[src/hdl/i2cbe_pkg.sv]
`timescale 1ns / 1ps
// ----------------------------------------------------------------------------
// I2C master bit engine package
// Shared types, command codes, action codes and sequence tables.
// ----------------------------------------------------------------------------
package i2cbe_pkg;

	// command codes
	localparam logic [2:0] OP_START = 3'd0;
	localparam logic [2:0] OP_STOP  = 3'd1;
	localparam logic [2:0] OP_SEND  = 3'd2;
	localparam logic [2:0] OP_RECV  = 3'd3;
	localparam logic [2:0] OP_SACK  = 3'd4;
	localparam logic [2:0] OP_RACK  = 3'd5;

	// pin and sample actions
	localparam logic [2:0] ACT_SCL0   = 3'd0;
	localparam logic [2:0] ACT_SCL1   = 3'd1;
	localparam logic [2:0] ACT_SDA0   = 3'd2;
	localparam logic [2:0] ACT_SDA1   = 3'd3;
	localparam logic [2:0] ACT_SDABIT = 3'd4;
	localparam logic [2:0] ACT_SAMPLE = 3'd5;

	// configuration port
	localparam int unsigned ADDR_W = 3;
	localparam int unsigned DATA_W = 32;
	localparam logic [ADDR_W-1:0] REG_PHASE_LENGTH = 3'd0;
	localparam logic [15:0] PHASE_LENGTH_RST = 16'd10;

	// tick queue between front and back
	localparam int unsigned Q_DEPTH = 4;
	localparam int unsigned Q_AW    = 2;

	typedef struct packed {
		logic       cmd_ok;
		logic [2:0] opcode;
		logic [7:0] tx_byte;
		logic       ack_out;
		logic       sda_in;
	} tick_t;

	typedef struct packed {
		logic       scl_level;
		logic       sda_level;
		logic       busy_res;
		logic       done_res;
		logic [7:0] rx_byte;
		logic       ack_in;
	} result_t;

	// number of actions in each command
	function automatic logic [4:0] seq_len(input logic [2:0] cmd);
		logic [4:0] n;
		case (cmd)
			OP_START: n = 5'd4;
			OP_STOP:  n = 5'd3;
			OP_SEND:  n = 5'd25;
			OP_RECV:  n = 5'd25;
			OP_SACK:  n = 5'd3;
			default:  n = 5'd4;
		endcase
		return n;
	endfunction

	// bit number of a byte action: (idx - 1) / 3, by multiply with 11/32
	function automatic logic [2:0] bit_of(input logic [4:0] idx);
		logic [4:0] im1;
		logic [8:0] p;
		im1 = idx - 5'd1;
		p = {4'd0, im1} * 9'd11;
		return p[7:5];
	endfunction

	// step within one bit: (idx - 1) % 3
	function automatic logic [1:0] phase_of(input logic [4:0] idx);
		logic [4:0] im1;
		logic [4:0] b3;
		logic [4:0] r;
		im1 = idx - 5'd1;
		b3 = {2'd0, bit_of(idx)} * 5'd3;
		r = im1 - b3;
		return r[1:0];
	endfunction

	function automatic logic [2:0] action_of(input logic [2:0] cmd, input logic [4:0] idx);
		logic [2:0] a;
		logic [1:0] ph;
		ph = phase_of(idx);
		case (cmd)
			OP_START: begin
				case (idx[1:0])
					2'd0:    a = ACT_SDA1;
					2'd1:    a = ACT_SCL1;
					2'd2:    a = ACT_SDA0;
					default: a = ACT_SCL0;
				endcase
			end
			OP_STOP: begin
				case (idx)
					5'd0:    a = ACT_SDA0;
					5'd1:    a = ACT_SCL1;
					default: a = ACT_SDA1;
				endcase
			end
			OP_SEND: begin
				if (idx == 5'd0) begin
					a = ACT_SCL0;
				end else begin
					case (ph)
						2'd0:    a = ACT_SDABIT;
						2'd1:    a = ACT_SCL1;
						default: a = ACT_SCL0;
					endcase
				end
			end
			OP_RECV: begin
				if (idx == 5'd0) begin
					a = ACT_SDA1;
				end else begin
					case (ph)
						2'd0:    a = ACT_SCL1;
						2'd1:    a = ACT_SAMPLE;
						default: a = ACT_SCL0;
					endcase
				end
			end
			OP_SACK: begin
				case (idx)
					5'd0:    a = ACT_SDABIT;
					5'd1:    a = ACT_SCL1;
					default: a = ACT_SCL0;
				endcase
			end
			default: begin
				case (idx[1:0])
					2'd0:    a = ACT_SDA1;
					2'd1:    a = ACT_SCL1;
					2'd2:    a = ACT_SAMPLE;
					default: a = ACT_SCL0;
				endcase
			end
		endcase
		return a;
	endfunction

endpackage

[src/hdl/i2cbe_front.sv]
`timescale 1ns / 1ps
// ----------------------------------------------------------------------------
// I2C bit engine front
// Accepts tick requests, flags usable commands and queues them for the back.
// ----------------------------------------------------------------------------
module i2cbe_front (
	input  logic              clk,
	input  logic              arst_n,
	input  logic              push,
	output logic              full,
	input  logic              cmd_valid,
	input  logic [2:0]        opcode,
	input  logic [7:0]        tx_byte,
	input  logic              ack_out,
	input  logic              sda_in,
	output logic              q_valid,
	output i2cbe_pkg::tick_t  q_data,
	input  logic              q_take
);
	import i2cbe_pkg::*;

	tick_t         entry_q [Q_DEPTH];
	logic [Q_AW-1:0] wr_ptr_q;
	logic [Q_AW-1:0] rd_ptr_q;
	logic [Q_AW:0]   count_q;
	logic          do_push;
	logic          do_pop;
	tick_t         tick;

	// opcodes six and seven never start a command
	always_comb begin
		tick.cmd_ok  = cmd_valid && (opcode <= OP_RACK);
		tick.opcode  = opcode;
		tick.tx_byte = tx_byte;
		tick.ack_out = ack_out;
		tick.sda_in  = sda_in;
	end

	assign full    = (count_q == (Q_AW+1)'(Q_DEPTH));
	assign q_valid = (count_q != '0);
	assign q_data  = entry_q[rd_ptr_q];
	assign do_push = push && !full;
	assign do_pop  = q_take && q_valid;

	always_ff @(posedge clk) begin
		if (do_push) begin
			entry_q[wr_ptr_q] <= tick;
		end
	end

	always_ff @(posedge clk or negedge arst_n) begin
		if (!arst_n) begin
			wr_ptr_q <= '0;
			rd_ptr_q <= '0;
			count_q  <= '0;
		end else begin
			if (do_push) begin
				wr_ptr_q <= wr_ptr_q + 1'b1;
			end
			if (do_pop) begin
				rd_ptr_q <= rd_ptr_q + 1'b1;
			end
			case ({do_push, do_pop})
				2'b10:   count_q <= count_q + 1'b1;
				2'b01:   count_q <= count_q - 1'b1;
				default: count_q <= count_q;
			endcase
		end
	end

endmodule

[src/hdl/i2cbe_back.sv]
`timescale 1ns / 1ps
// ----------------------------------------------------------------------------
// I2C bit engine back
// Runs the command sequencer one tick a cycle unless its result queue is full.
// ----------------------------------------------------------------------------
module i2cbe_back (
	input  logic               clk,
	input  logic               arst_n,
	input  logic [15:0]        phase_length,
	input  logic               q_valid,
	input  i2cbe_pkg::tick_t   q_data,
	output logic               q_take,
	output logic               empty,
	input  logic               pop,
	output i2cbe_pkg::result_t res
);
	import i2cbe_pkg::*;

	// sequencer state
	logic        running_q;
	logic [2:0]  command_q;
	logic [4:0]  action_index_q;
	logic [15:0] tick_count_q;
	logic [7:0]  shift_byte_q;
	logic [7:0]  received_byte_q;
	logic        received_ack_q;
	logic        scl_drive_q;
	logic        sda_drive_q;

	// result queue
	result_t     out_q [2];
	logic        out_wr_q;
	logic        out_rd_q;
	logic [1:0]  out_cnt_q;

	logic        start;
	logic        run_c;
	logic [2:0]  cmd_c;
	logic [4:0]  idx_c;
	logic [15:0] tc_c;
	logic [7:0]  shift_c;
	logic [2:0]  act;
	logic [2:0]  bitn;
	logic [15:0] len_m1;
	logic [4:0]  idx_inc;
	logic        running_n;
	logic [4:0]  idx_n;
	logic [15:0] tc_n;
	logic [7:0]  shift_n;
	logic [7:0]  rx_n;
	logic        ack_n;
	logic        scl_n;
	logic        sda_n;
	logic        done;
	result_t     res_n;
	logic        do_pop;

	assign q_take = q_valid && (out_cnt_q != 2'd2);
	assign do_pop = pop && !empty;

	always_comb begin
		start   = !running_q && q_data.cmd_ok;
		run_c   = running_q || start;
		cmd_c   = start ? q_data.opcode : command_q;
		idx_c   = start ? 5'd0 : action_index_q;
		tc_c    = start ? 16'd0 : tick_count_q;
		shift_c = shift_byte_q;
		if (start) begin
			case (q_data.opcode)
				OP_SEND: shift_c = q_data.tx_byte;
				OP_SACK: shift_c = {q_data.ack_out, 7'd0};
				default: shift_c = 8'd0;
			endcase
		end
		act  = action_of(cmd_c, idx_c);
		bitn = (cmd_c == OP_SEND || cmd_c == OP_RECV) ? bit_of(idx_c) : 3'd0;
		// a phase length of zero acts as one
		len_m1 = (phase_length == 16'd0) ? 16'd0 : phase_length - 16'd1;

		scl_n   = scl_drive_q;
		sda_n   = sda_drive_q;
		shift_n = shift_c;
		ack_n   = received_ack_q;
		rx_n    = received_byte_q;
		running_n = running_q;
		idx_n   = action_index_q;
		tc_n    = tick_count_q;
		done    = 1'b0;
		idx_inc = idx_c + 5'd1;

		if (run_c) begin
			if (tc_c == 16'd0) begin
				case (act)
					ACT_SCL0:   scl_n = 1'b0;
					ACT_SCL1:   scl_n = 1'b1;
					ACT_SDA0:   sda_n = 1'b0;
					ACT_SDA1:   sda_n = 1'b1;
					ACT_SDABIT: sda_n = shift_c[3'd7 - bitn];
					default: begin
						if (cmd_c == OP_RECV) begin
							shift_n[3'd7 - bitn] = shift_c[3'd7 - bitn] | q_data.sda_in;
						end else begin
							ack_n = q_data.sda_in;
						end
					end
				endcase
			end
			if (tc_c >= len_m1) begin
				tc_n = 16'd0;
				if (idx_inc >= seq_len(cmd_c)) begin
					running_n = 1'b0;
					done      = 1'b1;
					idx_n     = 5'd0;
					if (cmd_c == OP_RECV) begin
						rx_n = shift_n;
					end
				end else begin
					running_n = 1'b1;
					idx_n     = idx_inc;
				end
			end else begin
				running_n = 1'b1;
				idx_n     = idx_c;
				tc_n      = tc_c + 16'd1;
			end
		end

		res_n.scl_level = scl_n;
		res_n.sda_level = sda_n;
		res_n.busy_res  = run_c;
		res_n.done_res  = done;
		res_n.rx_byte   = rx_n;
		res_n.ack_in    = ack_n;
	end

	always_ff @(posedge clk or negedge arst_n) begin
		if (!arst_n) begin
			running_q       <= 1'b0;
			command_q       <= OP_START;
			action_index_q  <= '0;
			tick_count_q    <= '0;
			shift_byte_q    <= '0;
			received_byte_q <= '0;
			received_ack_q  <= 1'b0;
			scl_drive_q     <= 1'b1;
			sda_drive_q     <= 1'b1;
		end else if (q_take && run_c) begin
			running_q       <= running_n;
			command_q       <= cmd_c;
			action_index_q  <= idx_n;
			tick_count_q    <= tc_n;
			shift_byte_q    <= shift_n;
			received_byte_q <= rx_n;
			received_ack_q  <= ack_n;
			scl_drive_q     <= scl_n;
			sda_drive_q     <= sda_n;
		end
	end

	always_ff @(posedge clk) begin
		if (q_take) begin
			out_q[out_wr_q] <= res_n;
		end
	end

	always_ff @(posedge clk or negedge arst_n) begin
		if (!arst_n) begin
			out_wr_q  <= 1'b0;
			out_rd_q  <= 1'b0;
			out_cnt_q <= '0;
		end else begin
			if (q_take) begin
				out_wr_q <= !out_wr_q;
			end
			if (do_pop) begin
				out_rd_q <= !out_rd_q;
			end
			case ({q_take, do_pop})
				2'b10:   out_cnt_q <= out_cnt_q + 2'd1;
				2'b01:   out_cnt_q <= out_cnt_q - 2'd1;
				default: out_cnt_q <= out_cnt_q;
			endcase
		end
	end

	assign empty = (out_cnt_q == 2'd0);
	assign res   = out_q[out_rd_q];

endmodule

[src/hdl/i2c_master_bit_engine_top.sv]
`timescale 1ns / 1ps
// ----------------------------------------------------------------------------
// I2C master bit engine
// Runs start, stop, byte and ack sequences on open-drain SCL and SDA drives.
// ----------------------------------------------------------------------------
// Usage:
//   Push one request per timing tick on the input queue port (push / full).
//   Each request carries an optional command (cmd_valid, opcode, tx_byte,
//   ack_out) and the sampled SDA level. Every request yields exactly one
//   result on the output queue port (empty / pop): pin drives, busy, a done
//   pulse on the last tick of a command, the last received byte and ack.
//   Commands offered while a sequence runs, or with opcode six or seven,
//   are dropped. Every pin action lasts phase_length ticks (register 0).
// Path: an accepted request is registered in the front queue; the sequencer
//   then retires it into the result queue, where it is on the result ports
//   and can be popped.
// Throughput: one request per cycle while neither queue is full; the
//   sequencer retires one tick a cycle while the result queue has room.
// Stalls: when pop is held low the two-entry result queue fills, the
//   sequencer holds, and the four-entry front queue absorbs requests until
//   full rises. Nothing is lost; results keep their order.
// Reset: queues empty, engine idle, both drives released, phase_length 10.
// Write phase_length only while no request is queued; a write in the middle
//   of a command applies from the next request on.
// ----------------------------------------------------------------------------
module i2c_master_bit_engine_top (
	input  logic                          clk,
	input  logic                          arst_n,
	// configuration port
	input  logic                          psel,
	input  logic                          penable,
	input  logic                          pwrite,
	input  logic [i2cbe_pkg::ADDR_W-1:0]  paddr,
	input  logic [i2cbe_pkg::DATA_W-1:0]  pwdata,
	output logic [i2cbe_pkg::DATA_W-1:0]  prdata,
	output logic                          pready,
	// tick requests
	input  logic                          push,
	output logic                          full,
	input  logic                          cmd_valid,
	input  logic [2:0]                    opcode,
	input  logic [7:0]                    tx_byte,
	input  logic                          ack_out,
	input  logic                          sda_in,
	// results
	output logic                          empty,
	input  logic                          pop,
	output logic                          scl_level,
	output logic                          sda_level,
	output logic                          busy_res,
	output logic                          done_res,
	output logic [7:0]                    rx_byte,
	output logic                          ack_in
);
	import i2cbe_pkg::*;

	logic        [15:0] phase_length_q;
	logic               q_valid;
	tick_t              q_data;
	logic               q_take;
	result_t            res;
	logic               cfg_wr;

	// register file: single phase length register, always ready
	assign pready = 1'b1;
	assign cfg_wr = psel && penable && pwrite && pready;

	always_ff @(posedge clk or negedge arst_n) begin
		if (!arst_n) begin
			phase_length_q <= PHASE_LENGTH_RST;
		end else if (cfg_wr && paddr == REG_PHASE_LENGTH) begin
			phase_length_q <= pwdata[15:0];
		end
	end

	// hold read data at zero outside the register
	assign prdata = (paddr == REG_PHASE_LENGTH) ? {16'd0, phase_length_q} : '0;

	// front: classify and queue tick requests
	i2cbe_front u_front (
		.clk       (clk),
		.arst_n    (arst_n),
		.push      (push),
		.full      (full),
		.cmd_valid (cmd_valid),
		.opcode    (opcode),
		.tx_byte   (tx_byte),
		.ack_out   (ack_out),
		.sda_in    (sda_in),
		.q_valid   (q_valid),
		.q_data    (q_data),
		.q_take    (q_take)
	);

	// back: advance the sequencer and queue results
	i2cbe_back u_back (
		.clk          (clk),
		.arst_n       (arst_n),
		.phase_length (phase_length_q),
		.q_valid      (q_valid),
		.q_data       (q_data),
		.q_take       (q_take),
		.empty        (empty),
		.pop          (pop),
		.res          (res)
	);

	assign scl_level = res.scl_level;
	assign sda_level = res.sda_level;
	assign busy_res  = res.busy_res;
	assign done_res  = res.done_res;
	assign rx_byte   = res.rx_byte;
	assign ack_in    = res.ack_in;

`ifndef ASSERT_OFF
	// the sequencer never takes from an empty front queue
	a_take_valid: assert property (@(posedge clk) disable iff (!arst_n)
		q_take |-> q_valid)
		else $error("back took a tick from an empty queue");

	// an accepted request sits in the queue on the next cycle
	a_push_lands: assert property (@(posedge clk) disable iff (!arst_n)
		(push && !full) |=> q_valid)
		else $error("accepted request missing from queue");

	// a done pulse only comes with a running command
	a_done_busy: assert property (@(posedge clk) disable iff (!arst_n)
		(!empty && done_res) |-> busy_res)
		else $error("done without busy");
`endif

endmodule
[config.mk]
export PLATFORM = sky130hd
export DESIGN_NAME = i2c_master_bit_engine_top
export DESIGN_NICKNAME = d
export VERILOG_FILES = /design/src/hdl/i2cbe_pkg.sv /design/src/hdl/i2cbe_front.sv /design/src/hdl/i2cbe_back.sv /design/src/hdl/i2c_master_bit_engine_top.sv
export SDC_FILE = /design/constraint.sdc
export NUM_CORES = 1
export LEC_CHECK = 0
export ABC_AREA = 1
export BUFFER_PORTS_ARGS = -buffer_cell sky130_fd_sc_hd__buf_2
export CAP_MARGIN = 30
export CELL_PAD_IN_SITES_DETAIL_PLACEMENT = 1
export CELL_PAD_IN_SITES_GLOBAL_PLACEMENT = 2
export CORE_MARGIN = 2
export CORE_UTILIZATION = 33
export DETAILED_ROUTE_END_ITERATION = 10
export PLACE_DENSITY_LB_ADDON = 0.1
export RECOVER_POWER = 50
export SLEW_MARGIN = 0
export SYNTH_ARGS = -nofsm -noshare
export SYNTH_HDL_FRONTEND = slang
export SYNTH_SLANG_ARGS = --single-unit
[constraint.sdc]
create_clock -name clk -period 5.7 [get_ports clk]
set_input_delay 1.14 -clock clk [delete_from_list [all_inputs] [get_ports clk]]
set_output_delay 1.14 -clock clk [all_outputs]
set_load 0.01 [all_outputs]
======== After elaboration in Yosys (flattened, before gate mapping) ========
Memories as Yosys holds them, arrays and structs flattened.
Index checks and enable logic that the tools add are counted.
word-level totals
  logic and storage cells ................. 149
  output and inout port bits .............. 48
  input bits .............................. 56
  memories kept ........................... 2
  memory bits (writable) .................. 82
  flip-flop bits (word level) ............. 71
operators by class
  equal/unequal tests ..................... 20
  reduce and logical (&&, ||, !) cells .... 34
  mux-type cells .......................... 57
  bitwise operators ....................... 1
  $lt $le $gt $ge ......................... 5
  add/subtract/negate cells ............... 12
  multiply operators ...................... 2
memories
  memory           depth  bits a word  rd ports  clocked after Yosys merged registers in  wr ports  RTL line           text
  u_front.entry_q  4      14           1         0                                        1         i2cbe_front.sv:22  tick_t entry_q [Q_DEPTH];
  u_back.out_q     2      13           1         0                                        1         i2cbe_back.sv:31   result_t out_q [2];
operators by type and width
  operator                 number
  $mux W8                  9
  $mux W16                 4
  $logic_not A16 Y1        2
  $mux W5                  5
  $pmux W3 S2              4
  $mux W1                  19
  $add A16 B1 Y16 const B  1
  $ge A16 B16 Y1           1
  $pmux W8 S2              1
  $sub A16 B1 Y16 const B  1
  $eq A3 B2 Y1 const B     5
  $pmux W3 S5              1
  $eq A3 B3 Y1 const B     4
  $mux W3                  4
  $logic_and A1 B1 Y1      11
  $pmux W5 S2              1
  $logic_not A3 Y1         3
  $pmux W3 S3              1
  $bwmux W8                1
  $eq A2 B1 Y1 const B     4
  $mul A5 B4 Y8 const B    1
  $pmux W2 S2              2
  $add A2 B1 Y2 const B    3
  $eq A2 B2 Y1 const B     3
  30 further kinds         40

======== Depth between registers and ports, before layout ========
Gate-level depths: netlist of the first run.
  depth after elaboration ................. 19
  depth in mapped cells ................... 39
  mapped depth without buffers ............ 37

======== Modules after synthesis ========
A second synthesis of the first run with hierarchy kept.
second synthesis, totals
  cells, all modules ...................... 1106
  area, all modules ....................... 9549.2 um2
modules (own cells, without submodules)
  module                     seq. area each (um2)  cells each  area an instance (um2)  times used
  i2cbe_back                 1984.4                752         5708.0                  1
  i2cbe_front                1856.8                225         2788.9                  1
  i2c_master_bit_engine_top  402.9                 129         1052.3                  1

======== Worst setup path after synthesis of the first run ========
Ideal clock, no wire load.
  path type ............................... register to register
  from .................................... register u_front.rd_ptr_q[1]
  to ...................................... memory u_back.out_q[0][5] in the netlist's numbering, data pin
  library setup time ...................... 0.258 ns
  arrival ................................. 4.543 ns
  period minus slack after synthesis ...... 4.801 ns
  required time ........................... 5.442 ns
  stages on the path, launching flop included .. 34
  setup slack ............................. 0.899 ns
  path buffers ............................ 3
  path through ............................ dfrtp_1 > buf_6 > inv_2 > nand3_2 > nand3_4 > buf_6 > nand2_1 > ha_1 > inv_1 > ha_1 > inv_1 > fa_1 > inv_1 > ha_1 > a21oi_1 > nand2_1 > nand2_1 > nand2_1 > inv_1 > ha_1 > xnor2_1 > inv_1 > nand2_1 > nand3_1 > nand2_1 > nand3_1 > nand3_1 > nand2_2 > inv_2 > buf_6 > nand4_1 > nand2_1 > nand3_1 > and2_1
on the way
  cells in the longest elaborated chain, start to end .. 19
  elaborated cells on any way between the ends .. 69
  classes of those cells .................. 4 x add/sub; 2 x mul; 4 x order compare; 14 x eq/ne; 30 x mux; 1 x bitwise; 13 x reduce/logical; 1 x memory
ends and longest elaborated chain
  what                                                                 RTL line                            text
  from (decl)                                                          i2cbe_front.sv:24                   logic [Q_AW-1:0] rd_ptr_q;
  from (signal assigned)                                               i2cbe_front.sv:61                   rd_ptr_q <= rd_ptr_q + 1'b1;
  $mem_v2 Z4 W14 *                                                     -
  $logic_and A1 B1 Y1                                                  i2cbe_back.sv:62                    start = !running_q && q_data.cmd_ok;
  $mux W5 / $mux W3 (equally long branches)                            i2cbe_back.sv:65, i2cbe_back.sv:64
  $sub A5 B1 Y5, or another cell as far along                          i2cbe_pkg.sv:79                     im1 = idx - 5'd1;
  $mul A5 B4 Y8 / $logic_or A1 B1 Y1 (equally long branches)           i2cbe_pkg.sv:70, i2cbe_back.sv:76
  $mul A3 B2 Y2 / $mux W3 (equally long branches)                      i2cbe_pkg.sv:80, i2cbe_back.sv:76
  $sub A2 B2 Y2 / $sub A3 B3 Y3 (equally long branches)                i2cbe_pkg.sv:81, i2cbe_back.sv:101
  $eq A2 B1 Y1, or another cell as far along                           i2cbe_pkg.sv:109, i2cbe_pkg.sv:120
  (+4 left out)                                                        -
  $reduce_or A5 Y1 (no source line) / $mux W8 (equally long branches)  -
  $mux W8                                                              i2cbe_back.sv:93                    case (act)
  $mux W8                                                              i2cbe_back.sv:92                    if (tc_c == 16'd0) begin
  $mux W8                                                              i2cbe_back.sv:114                   if (cmd_c == OP_RECV) begin
  $mux W8                                                              i2cbe_back.sv:110                   if (idx_inc >= seq_len(cmd_c)) begin
  $mux W8                                                              i2cbe_back.sv:108                   if (tc_c >= len_m1) begin
  $mux W8 *                                                            i2cbe_back.sv:91                    if (run_c) begin
  named net u_back.rx_n[4]                                             i2cbe_back.sv:50                    logic [7:0] rx_n;
  to (decl)                                                            i2cbe_back.sv:31
The timed path passes the listed nets; every way through them passes the cells marked *. The select of a mux whose other input is x is not followed.

======== Worst setup path in the final report of the first run ========
  from .................................... register u_front.rd_ptr_q[0]
  to ...................................... memory u_back.out_q[1][1] in the netlist's numbering, data pin
The elaborated chain is that of the path after synthesis.

==> metrics, run 1 <==
final hold violation count=0; ranking of synthesized cells by instance count=275 x nand2_1, 109 x inv_1, 82 x edfxtp_1, 82 x nor2_1, 71 x o21ai_0; total of warnings raised by yosys=0; post-CTS setup repair buffer count=0; fraction of the core area covered by cells at the end of the flow=38.5%; Core Rows=60; Via Count=6993; number of antenna violations at the first check in global routing=0; failing checks=capacitance limit, slew limit; sum of net half-perimeters after detailed placement=16600 um; Vert. Die Dim=170 um; area of the die=0.0288 sq mm; fin crit period=5.11 ns; number of buffers added by the clock tree synthesis step=17; Post-synth EDFFs=82; cell repeated most along the worst path=nand2_1; sum of overflow across all layers after global routing=0; cell count after synthesis=1060; maximum VDD drop=0.000224 V; FF-to-FF path depth=31; setup slack, reg-to-reg=0.59 ns; routed length per instance=14.9 um; starting density of the core=33.6%; Synth Area per Inst=8.56 sq um; post-detailed-placement cell area=0.00978 sq mm; number of fill cells in the layout=3196; arrival time of the worst setup path=5.29 ns; min-delay worst type=reg2reg; first-iteration detailed-routing DRC count=279; fraction of layout instances using a drive strength above 1=14.8%; Worst setup SP type=flip-flop; cell types occupying the most area after synthesis=edfxtp_1 27%, dfrtp_1 18%, nand2_1 11%; capturing point of the worst reg2reg path=u_back.out_q[1][1]; post-route DRC violation count=0; share of synthesized registers carrying an async set or reset=46.4%; cell at the root of the clock tree=clkbuf_16; clock skew=0.0144 ns; post-synthesis instance area=0.00907 sq mm; clock slew at the register clock pins of the worst setup and hold paths=0.07 ns; num ports=104; fin. max-slew vios=56; clock network latency to the later pin of the worst-skew pair=0.44 ns; fraction of synthesized cell area taken by the top area cell type=27.2%; detailed-router iteration count before antenna repair=4; largest fanout on the critical path=11; number of max-cap violations=1; count of port buffers added during placement=70; #FFs+latches synth=153; wire length of the first global-routing pass=37300 um; most frequent cell after synthesis=nand2_1; Max Root-Sink Buffers=2; largest net degree at the start of global routing=56; Worst setup startpoint=u_front.rd_ptr_q[0]; Yosys cell types=50; type of element capturing the critical path=flip-flop; capture point of the critical path=u_back.out_q[1][1]; Worst slew margin=-112%; number of clock sinks seen by CTS=153; startpoint of the worst register-to-register path=u_front.rd_ptr_q[0]; sum of negative setup slack=0 ns; type of the worst setup path=reg2reg; Pleak=4.90 nW; Fmax achieved=0.196 GHz; net total in the final layout=1241; outcome=finished, violations left; number of antenna repair diodes=0; Post-CTS Hold Fix Bufs=0; Max H-tree Level=4; Core Region=0.0270 sq mm; Critical-path top delay cell=fa_1; area grow syn2layout=14.3%; delay of the slowest cell on the worst path=0.50 ns; library cell with the largest summed area after synthesis=edfxtp_1; global-route usage over all layers=16.4%; area taken by flip-flops and latches=0.00425 sq mm; combined area of the multi-input logic cells=0.00417 sq mm; period utilization=89.6%; Data required, critical path=5.88 ns; post-DR vias/cell=4.69; chip width=170 um; routability cong.=0.780; flip-flop cell with the highest count after synthesis=edfxtp_1; final wirelength=22200 um; TritonCTS clock tree=yes; vias in the first global route=7233; remaining antenna violation count after routing=0; RSZ-0062 raised after global routing=false; Worst Max-Slew Pin Slew=3.17 ns; number of setup violations in the final report=0; sequential area share after synthesis=46.8%; Pwr per Cell Area=508 mW/mm^2; post-route cell area=0.0104 sq mm
routing by layer:
metal  vias up  share of wire, %  routed length [um]  track usage (%)
li1       3620                 -                   -                -
met1      3253                51               11300             22.6
met2       103                45               10000             26.8
met3        17               3.0                 663             3.06
met4         0              0.93                 207             3.79
met5         -                 0                   0                0
layout by cell type, fill, tap and decap left out, drive strengths merged, types with 31 or more instances in the layout:
cell type,instances
buf,70
clkbuf,35
dfrtp,67
edfxtp,82
ha,47
inv,118
nand2,290
nand3,77
nor2,91
o21ai,86
xor2,31
critical path, delay by kind of cell (launching register included):
family | cells | cell delay, ns
buffers and inverters | 7 | 0.64
AO/OA/AOI/OAI | 1 | 0.20
XOR/XNOR | 1 | 0.14
flip-flops | 1 | 0.46
AND/OR/NAND/NOR | 17 | 1.77
adder cells (fa/ha/maj) | 5 | 1.64
cell type report:
| type | count | area share, % |
|---|---|---|
| flip-flops and latches | 153 | 40.9 |
| multi-input cells | 760 | 40.2 |
| repair buffers | 88 | 4.44 |
| inverters | 116 | 4.24 |
| well taps | 341 | 4.12 |
| clock buffers | 17 | 4.10 |
| clock inverters | 15 | 1.91 |
where the power goes:
part	internal, mW	total [mW]	switching [mW]
registers	1.53	1.68	0.151
logic	0.733	2.43	1.70
clock network	0.597	1.16	0.561
total	2.86	5.27	2.41
worst min-delay path by stage:
stage                                          from                        end  slack (ns)  depth (start not counted)
after CTS                        u_back.sda_drive_q         u_back.sda_drive_q        0.48                          2
final                            u_back.sda_drive_q         u_back.sda_drive_q        0.48                          2
after global placement    u_back.received_byte_q[1]  u_back.received_byte_q[1]        0.45                          2
after floorplan           u_back.received_byte_q[0]  u_back.received_byte_q[0]        0.44                          2
after global routing             u_back.sda_drive_q         u_back.sda_drive_q        0.50                          2
after detailed placement  u_back.received_byte_q[5]  u_back.received_byte_q[5]        0.46                          2
logic make-up (layout without fill, tap and decap cells):
kind of cell               count (synthesis)  in the layout  synth area share, %
AOI/OAI and AO/OA                        132            132                 8.09
xor gates and xnor gates                  37             37                 3.57
adders and majority gates                 49             49                 6.93
buffers and inverters                    162            236                 8.04
DFF                                      153            153                 46.8
muxes                                      1              1                0.110
other                                      2             17               0.0828
and+or+nand+nor                          524            524                 26.4
timing repair:
action                                  CTS  global route
endpoints found under the hold margin     0             0
endpoints found under the setup margin    0            40
resized for setup                         0             5
per-stage QoR:
stage          setup slack, ns  hold WS [ns]  instances  power (mW)
5_1_grt                 0.0568         0.498       1490        5.77
3_5_place_dp             0.314         0.463       1458        4.20
4_1_cts                  0.294         0.479       1490        5.39
6_report                 0.591         0.476       1490        5.27
3_3_place_gp             0.375         0.454       1456        4.16
2_1_floorplan            0.899         0.442       1075        3.47
registers in the layout, indices dropped and copies added (netlist names):
register	flops
phase_length_q	16
u_back.action_index_q	5
u_back.command_q	3
u_back.out_cnt_q	2
u_back.out_q	26
u_back.out_rd_q	1
u_back.out_wr_q	1
u_back.received_ack_q	1
u_back.received_byte_q	8
u_back.running_q	1
u_back.scl_drive_q	1
u_back.sda_drive_q	1
u_back.shift_byte_q	8
u_back.tick_count_q	16
u_front.count_q	3
u_front.entry_q	56
u_front.rd_ptr_q	2
u_front.wr_ptr_q	2
Power figures use the tool's default switching activity.
==> run 2: changes to the inputs <==
--- a/config.mk
+++ b/config.mk
@@ -12,4 +12,6 @@
 export CELL_PAD_IN_SITES_GLOBAL_PLACEMENT = 2
+export CORE_ASPECT_RATIO = 1.2
 export CORE_MARGIN = 2
 export CORE_UTILIZATION = 33
+export CTS_BUF_LIST = sky130_fd_sc_hd__clkbuf_4
 export DETAILED_ROUTE_END_ITERATION = 10
==> constraint.sdc (replaced) <==
create_clock -name clk -period 5.7 [get_ports clk]
set_input_delay 1.425 -clock clk [delete_from_list [all_inputs] [get_ports clk]]
set_output_delay 1.425 -clock clk [all_outputs]
set_load 0.01 [all_outputs]
==> run 2 against run 1 <==
Against the previous run: power decreased by 10%; global-route usage decreased by 0.10 points; the flow still finishes with violations (capacitance limit, slew limit); count of clock-buffer cells in the layout increased by 1; register-to-register slack about the same; die area about the same; clock power decreased by 47%; non-clock buffer count decreased by 2; design area decreased by 3.3%; first-iteration DRC count decreased by 27%; utilization decreased by 1.5 points.
==> metrics, run 2 (synthesized netlist as in run 1, its figures left out) <==
outcome=finished, violations left; failing checks=capacitance limit, slew limit; arrival time of the worst setup path=5.43 ns; Max H-tree Level=4; post-detailed-placement cell area=0.00977 sq mm; Post-CTS Hold Fix Bufs=0; number of fill cells in the layout=3267; Core Rows=66; flip-flop count of the largest register after layout=56; post-route DRC violation count=0; type of element capturing the critical path=flip-flop; area grow syn2layout=10.5%; TritonCTS clock tree=yes; detailed-router iteration count before antenna repair=4; min-delay worst type=reg2reg; cell at the root of the clock tree=clkbuf_4; maximum VDD drop=0.000190 V; Via Count=7004; biggest registers after layout=u_front.entry_q x56, u_back.out_q x26; Worst setup startpoint=u_front.rd_ptr_q[0]; fin crit period=5.10 ns; global-route usage over all layers=16.3%; clock slew at the register clock pins of the worst setup and hold paths=0.14 ns; clock skew=0.0279 ns; met1 routing resource usage after global routing=19.5%; wire length of the first global-routing pass=37000 um; Fmax achieved=0.196 GHz; post-route cell area=0.0100 sq mm; type of the worst setup path=reg2reg; Core Region=0.0271 sq mm; count of port buffers added during placement=70; routability cong.=0.776; Pleak=4.74 nW; final wirelength=22100 um; area taken by flip-flops and latches=0.00424 sq mm; Worst Max-Slew Pin Slew=3.50 ns; logic depth of the worst path, buffers included=31; number of buffers added by the clock tree synthesis step=17; most common cell after layout, fill and taps aside=nand2_1; final hold violation count=0; post-DR vias/cell=4.70; total instance count after detailed placement=1455; number of clock sinks seen by CTS=153; startpoint of the worst register-to-register path=u_front.rd_ptr_q[0]; number of antenna violations at the first check in global routing=1; num ports=104; commonest cells after routing, fill and taps aside=272 x nand2_1, 109 x inv_1, 82 x edfxtp_1; top register by number of flip-flops=u_front.entry_q; global-route met2 utilization=30.1%; fraction of layout instances using a drive strength above 1=14.9%; chip width=155 um; fin. max-slew vios=60; layer with the highest usage=met2; cell repeated most along the worst path=nand2_1; remaining antenna violation count after routing=0; routed length per instance=14.8 um; Critical-path top delay cell=fa_1; largest fanout on the critical path=11; FF-to-FF path depth=31; number of buffer and inverter instances along the worst setup path=6; number of setup violations in the final report=0; setup slack, reg-to-reg=0.60 ns; sum of negative setup slack=0 ns; Worst slew margin=-133%; period utilization=89.4%; starting density of the core=33.5%; Worst setup SP type=flip-flop; combined area of the multi-input logic cells=0.00422 sq mm; Data required, critical path=6.03 ns; clock network latency to the later pin of the worst-skew pair=0.57 ns; area of the die=0.0288 sq mm; met3 usage in global routing=2.93%; number of standard cells in the final layout excluding fillers=1489; first-iteration detailed-routing DRC count=205; Vert. Die Dim=186 um; capture point of the critical path=u_back.out_q[1][4]; critical path's top delay family=simple AND/OR/NAND/NOR gates; Pwr per Cell Area=471 mW/mm^2; Total Power Consumption=4.72 mW; sum of overflow across all layers after global routing=0; sum of net half-perimeters after detailed placement=16800 um; Max Root-Sink Buffers=2; delay of the slowest cell on the worst path=0.49 ns; vias in the first global route=7355; net total in the final layout=1239; capturing point of the worst reg2reg path=u_back.out_q[1][4]; number of max-cap violations=1; largest net degree at the start of global routing=60; RSZ-0062 raised after global routing=false
[run 2: area by class of cell]
class / count / share of cell area [%]
clock inverter: 14 / 1.12
tap: 340 / 4.24
clock buffer: 18 / 1.35
multi-input combinational: 760 / 42.1
antenna: 2 / 0.0499
timing repair buffer: 86 / 4.41
sequential: 153 / 42.3
inverter: 116 / 4.37
[run 2: report_power, final]
group	internal [mW]	switching (mW)
clock	0.187	0.432
sequential	1.53	0.141
combinational	0.726	1.70
total	2.44	2.27
[run 2: worst min-delay path by stage]
stage,from,endpoint,slack [ns],cells past startpoint
3_3_place_gp,u_back.received_byte_q[0],u_back.received_byte_q[0],0.45,2
2_1_floorplan,u_back.received_byte_q[0],u_back.received_byte_q[0],0.44,2
6_report,u_back.sda_drive_q,u_back.sda_drive_q,0.49,2
5_1_grt,u_back.received_byte_q[2],u_back.received_byte_q[2],0.52,2
3_5_place_dp,u_back.received_byte_q[2],u_back.received_byte_q[2],0.46,2
4_1_cts,u_back.scl_drive_q,u_back.scl_drive_q,0.49,2
[run 2: per-layer routing]
layer | routed length [um] | vias up
li1 | - | 3613
met1 | 10000 | 3289
met2 | 11300 | 89
met3 | 515 | 13
met4 | 255 | 0
met5 | 0 | -
[run 2: tightest hold or removal path, delay by kind of cell, from the launching register on]
| family | cells | cell delay, ns |
|---|---|---|
| and+or+nand+nor | 2 | 0.10 |
| DFF | 1 | 0.39 |
[run 2: through the flow]
step / util (%) / worst slack (ns) / hold WS (ns)
global route: 37.0 / 0.0298 / 0.524
detailed placement: 36.1 / 0.227 / 0.462
global placement: 35.9 / 0.361 / 0.454
floorplan: - / 0.899 / 0.442
finish: 37.0 / 0.603 / 0.488
CTS: 37.0 / 0.218 / 0.495
[run 2: timing repair]
| item | CTS | global route |
|---|---|---|
| gates resized for setup | 0 | 12 |
| setup buffers | 0 | 0 |
| setup endpoints to repair | 0 | 40 |
